## src/design/dts_ram.sv

```systemverilog
// Generic single-port-write, one-read-port RAM with registered read data.
`default_nettype none
module dts_ram #(
  parameter int Width = 8,
  parameter int Depth = 16
) (
  input  wire logic                     clk,
  input  wire logic                     we,
  input  wire logic [$clog2(Depth)-1:0] waddr,
  input  wire logic [Width-1:0]         wdata,
  input  wire logic [$clog2(Depth)-1:0] raddr,
  output logic [Width-1:0]              rdata
);
  logic [Width-1:0] mem [Depth];

  // Write port and registered read port.
  always_ff @(posedge clk) begin
    if (we) mem[waddr] <= wdata;
    rdata <= mem[raddr];
  end
endmodule
`default_nettype wire

```

## config.mk

```make
export PLATFORM = sky130hd
export DESIGN_NAME = dts_ram
export DESIGN_NICKNAME = d
export VERILOG_FILES = /design/src/design/dts_ram.sv
export SDC_FILE = /design/constraint.sdc
export NUM_CORES = 1
export LEC_CHECK = 0
export BUFFER_PORTS_ARGS = -buffer_cell sky130_fd_sc_hd__buf_2
export CAP_MARGIN = 20
export CORE_ASPECT_RATIO = 0.6
export CORE_MARGIN = 4
export CORE_UTILIZATION = 45
export DETAILED_ROUTE_END_ITERATION = 12
export HOLD_SLACK_MARGIN = 0.06
export PLACE_DENSITY = 0.59
export SYNTH_ARGS = -nofsm -noshare
export SYNTH_HDL_FRONTEND = slang
export SYNTH_SLANG_ARGS = --single-unit
```

## constraint.sdc

```tcl
create_clock -name clk -period 2.45 [get_ports clk]
set_clock_uncertainty 0.2 [all_clocks]
set_input_delay 0.245 -clock clk [delete_from_list [all_inputs] [get_ports clk]]
set_output_delay 0.245 -clock clk [all_outputs]
set_load 0.01 [all_outputs]
```

==> results of run 1 <==
[layer usage]
metal	vias to the layer above	track usage (%)	part of all wire, %
met5	-	0	0
met4	0	5.63	0.88
met3	11	5.12	6.4
met2	71	23.4	44
met1	1294	26.3	49
li1	1097	-	-
[power by group through the flow]
stage / sequential [mW] / clock (mW) / combinational, mW
floorplan: 2.67 / 0 / 0.132
global placement: 2.67 / 0 / 0.252
detailed placement: 2.67 / 0 / 0.254
CTS: 2.62 / 2.65 / 0.265
global route: 2.62 / 2.77 / 0.283
finish: 2.62 / 2.61 / 0.261
[worst reg2reg max path, cell delays in order, from the launching register on]
cell and delay (ns):
edfxtp_1 0.35, mux4_1 0.50, a22oi_1 0.46, nand2_1 0.08
[state kept, by name (all words and copies together), names as in the netlist]
signal  flops
rdata       8
mem       128
[path summary, 6_finish.rpt]
| check | cells past startpoint | end |
|---|---|---|
| worst max register to register | 3 | rdata[2] |
| worst max-delay path | 3 | rdata[2] |
| worst min register to register | 3 | rdata[4] |
| worst min-delay path | 3 | mem[0][7] |
[synth_stat cells]
| cell | number | area [sq um] |
|---|---|---|
| nand3_1 | 1 | 5.00 |
| nand2_1 | 9 | 33.8 |
| nor3_1 | 4 | 20.0 |
| and2b_1 | 1 | 7.51 |
| buf_6 | 3 | 33.8 |
| nand3b_1 | 2 | 15.0 |
| dfxtp_1 | 8 | 160 |
| nor2b_1 | 1 | 6.26 |
| edfxtp_1 | 128 | 3840 |
| nor2_1 | 13 | 48.8 |
| or3b_2 | 1 | 8.76 |
| and2_1 | 1 | 6.26 |
| mux4_1 | 14 | 368 |
| clkdlybuf4s25_2 | 3 | 30.0 |
| mux4_2 | 18 | 405 |
| nand2b_1 | 2 | 12.5 |
| a22oi_1 | 16 | 120 |
| buf_2 | 3 | 15.0 |
| buf_4 | 1 | 7.51 |
[kinds of logic (layout without fill, tap and decap cells)]
kind of cell	count (synthesis)	in the layout	synth area share (%)
AOI/OAI and AO/OA	16	16	2.33
DFF	136	136	77.8
buffers and inverters	10	84	1.68
muxes	32	32	15.0
and+or+nand+nor	35	35	3.18
[stage by stage]
step                      cells  power, mW
final                       442       5.49
after CTS                   442       5.53
after global placement      402       2.92
after floorplan             229       2.80
after global routing        442       5.68
after detailed placement    402       2.92
[area by class of cell]
class,instances,area [sq um],share of cell area [%]
repair buffers,52,373,6.00
clock buffers,17,425,6.84
clock inverters,15,184,2.96
flip-flops and latches,136,4000,64.4
multi-input cells,83,1060,17.0
well taps,139,174,2.80
==> results.json, run 1 <==
{
  "io_buffers": 25,
  "worst-setup-path-type": "flip-flop to flip-flop",
  "num_rows": 29,
  "initial_core_util_pct": 47.4,
  "power_density_nw_per_um2": 884,
  "area_growth_pct": 20.8,
  "p_int_mw": 4.40,
  "fp.dieH_um": 90.8,
  "p_seq_share_pct": 47.7,
  "fill_cells": 794,
  "worst_hold_slack_ns": 0.171,
  "hp-start": "waddr[0]",
  "hold_viol": 0,
  "slowest_stage": "mux4_1",
  "finalMaxSlewViolations": 0,
  "final_common_cell": "edfxtp_1",
  "viasPerCell": 5.60,
  "worst_ep_arrival_time_ns": 1.80,
  "cts_num_sinks": 136,
  "hold_path.class": "primary input to flip-flop",
  "clock_path_buffers": 2,
  "p_comb_share_pct": 4.8,
  "clkLatencyLatePin_ns": 0.41,
  "preCtsSetupSlack_ns": 0.359,
  "nets": 308,
  "grt_max_degree": 33,
  "dieArea_sq_um": 13300,
  "antenna_found_initial": 0,
  "drt_first_iter_violations": 239,
  "critPathMaxStageDelay_ns": 0.50,
  "sw_frac_of_total_pct": 19.9,
  "cts_setup_buffers": 0,
  "ctsHtreeMaxLevel": 4,
  "tritoncts": "built",
  "grt_setup_unrepaired": "no",
  "core_sq_um": 10800,
  "grt_pass1_vias": 2496,
  "wire_per_inst_um": 23.8,
  "p_sw_mw": 1.09,
  "gp_congestion": 0.740,
  "cts_resized": 0,
  "cts_hold_buf": 8,
  "clockPowerShare_pct": 47.6,
  "yosysWarnings": 0,
  "finalSetupViolations": 0,
  "synth.avg_cell_area_sq_um": 22.5,
  "clock.fmax_mhz": 582,
  "reg2reg_slack_ns": 0.73,
  "dr_total_vias": 2473,
  "setup_tns_ns": 0,
  "crit_path_cell_trace": "mux4_1 > a22oi_1 > nand2_1",
  "diodes": 0,
  "synth.cell_area_sq_um": 5150,
  "grt_usage_pct": 17.1,
  "die_x_um": 146,
  "end_kind": "flip-flop",
  "setup_ws_ns": 0.733,
  "drive_above_1_share_pct": 30.0,
  "clock-root-buffer": "clkbuf_16",
  "crit_start": "mem[9][2]",
  "layout_common_cells": "edfxtp_1 (128), buf_2 (25), mux4_2 (18)",
  "tightest_slew_ns": 0.805,
  "place_area_sq_um": 5530,
  "crit_fanout": 1,
  "fin_crit_ns": 1.72,
  "grt_pass1_wl_um": 16000,
  "globalRouteOverflowTotal": 0,
  "final_util_pct": 57.3,
  "cts_buffers": 17,
  "yosysSeqAreaShare_pct": 77.8,
  "clk_pin_slew_worst_paths_ns": 0.06,
  "ios": 26,
  "drt.antenna.violating_nets": 0,
  "critPathTopFamily": "multiplexers",
  "ys_types": 19,
  "synth_fp_nets": 247,
  "routed_wl_um": 10500,
  "slew_headroom_pct": 46.2,
  "drc_errors": 0,
  "ir_drop_mv": 0.565,
  "crit_path_start_kind": "flip-flop",
  "cap_violations": 0,
  "synth_seq_cells": 136,
  "r2r_start": "mem[9][2]",
  "cp.required_ns": 2.53,
  "drt-pass1-iter-count": 5,
  "power_leakage_nw": 2.13,
  "timing.final.crit_share_pct": 70.1,
  "hpwl_um": 6370,
  "worst-path-buf-inv": 0,
  "status": "complete, no violations",
  "synthCells": 229,
  "finalInstanceArea_sq_um": 6220
}
Note: power is estimated with default switching activity, not from simulation.
==> run 2: changes to the inputs <==
==> constraint.sdc (replaced) <==
create_clock -name clk -period 1.8 [get_ports clk]
set_clock_uncertainty 0.2 [all_clocks]
set_input_delay 0.18 -clock clk [delete_from_list [all_inputs] [get_ports clk]]
set_output_delay 0.18 -clock clk [all_outputs]
set_load 0.01 [all_outputs]
==> results.json, run 2 (same netlist as run 1, synthesis figures left out) <==
{
  "grt_max_degree": 33,
  "power_leakage_nw": 2.22,
  "tritoncts": "built",
  "drt_first_iter_violations": 231,
  "reg2reg_depth": 3,
  "p_sw_mw": 1.46,
  "end_kind": "flip-flop",
  "drc_errors": 0,
  "cts_num_sinks": 136,
  "crit_fanout": 1,
  "place_area_sq_um": 5600,
  "io_buffers": 25,
  "die_x_um": 146,
  "stdcell_count": 449,
  "hold_viol": 0,
  "clock.fmax_mhz": 656,
  "sw_frac_of_total_pct": 18.5,
  "regArea_sq_um": 4000,
  "slew_headroom_pct": 44.6,
  "num_rows": 29,
  "drive_above_1_share_pct": 32.6,
  "hpwl_um": 6440,
  "ir_drop_mv": 0.788,
  "grt_setup_unrepaired": "no",
  "core_sq_um": 10800,
  "clock-root-buffer": "clkbuf_16",
  "timing.final.crit_share_pct": 84.7,
  "globalRouteOverflowTotal": 0,
  "dieArea_sq_um": 13300,
  "clk_pin_slew_worst_paths_ns": 0.06,
  "largest_register_ff_count": 128,
  "viasPerCell": 5.45,
  "final_util_pct": 58.6,
  "finalPower_mw": 7.90,
  "layout_common_cells": "edfxtp_1 (128), buf_2 (25), buf_4 (23)",
  "crit_path_start_kind": "flip-flop",
  "whs_path_depth": 3,
  "p_int_mw": 6.44,
  "finalInstanceArea_sq_um": 6360,
  "grt_usage_pct": 16.1,
  "power_density_nw_per_um2": 1240,
  "fp.dieH_um": 90.8,
  "fin_crit_ns": 1.52,
  "reg.largest.list": "mem x128, rdata x8",
  "worst_ep_arrival_time_ns": 1.61,
  "clkLatencyLatePin_ns": 0.40,
  "p_seq_share_pct": 45.1,
  "final_common_cell": "edfxtp_1",
  "p_comb_share_pct": 4.5,
  "worst-setup-path-type": "flip-flop to flip-flop",
  "cts_buffers": 17,
  "wire_per_inst_um": 22.4,
  "dr_total_vias": 2445,
  "grt_pass1_wl_um": 15500,
  "hold_path.class": "primary input to flip-flop",
  "multi_input_area_sq_um": 1060,
  "cts_setup_buffers": 0,
  "setup_tns_ns": 0,
  "ctsHtreeMaxLevel": 4,
  "nets": 315,
  "finalSetupViolations": 0,
  "clock_path_buffers": 2,
  "initial_core_util_pct": 47.4,
  "preCtsSetupSlack_ns": 0.0254,
  "routed_wl_um": 10100,
  "cp.required_ns": 1.88,
  "largest_register": "mem",
  "diodes": 0,
  "cap_violations": 0,
  "drt.antenna.violating_nets": 0,
  "setup_ws_ns": 0.275,
  "worst_hold_slack_ns": 0.105,
  "area_growth_pct": 23.6,
  "tightest_slew_ns": 0.829,
  "ios": 26,
  "antenna_found_initial": 0,
  "clockPowerShare_pct": 50.4,
  "fill_cells": 802,
  "grt_pass1_vias": 2557,
  "status": "complete, no violations",
  "drt-pass1-iter-count": 4,
  "finalMaxSlewViolations": 0,
  "gp_congestion": 0.798,
  "placedCellCount": 409
}
==> run 2: path summary, 6_finish.rpt <==
kind              slack, ns       start        end
hold / removal         0.10    waddr[0]  mem[0][1]
setup reg to reg       0.28   mem[2][0]   rdata[0]
hold reg to reg        0.47  mem[13][7]   rdata[7]
setup / recovery       0.28   mem[2][0]   rdata[0]
==> run 2: what timing repair did <==
action | CTS | global route
hold endpoints to repair | 128 | 0
hold buffers | 8 | 0
resized for setup | 0 | 0
==> run 2: critical path, stage by stage (launching register included) <==
cell	delay, ns
edfxtp_1	0.38
mux4_1	0.50
a22oi_1	0.25
nand2_1	0.08
==> run 2: area by class of cell <==
type                            instances  share of cell area, %
Clock inverter                         13                   3.95
Timing Repair Buffer                   59                   6.88
Sequential cell                       136                   62.9
Multi-Input combinational cell         83                   16.7
Clock buffer                           19                   6.80
Tap cell                              139                   2.73
==> run 2: layer usage <==
metal  vias up  track usage [%]  wire length, um
met5         -                0                0
li1       1111                -                -
met2        80             22.3             4450
met1      1252             25.1             4690
met4         0             3.91               15
met3         2             4.76              924
==> run 2: power groups by stage <==
stage	registers, mW	logic (mW)	clock network [mW]
floorplan	3.63	0.180	0
global placement	3.63	0.340	0
detailed placement	3.63	0.348	0
CTS	3.56	0.362	4.03
global route	3.56	0.385	4.21
finish	3.56	0.355	3.98
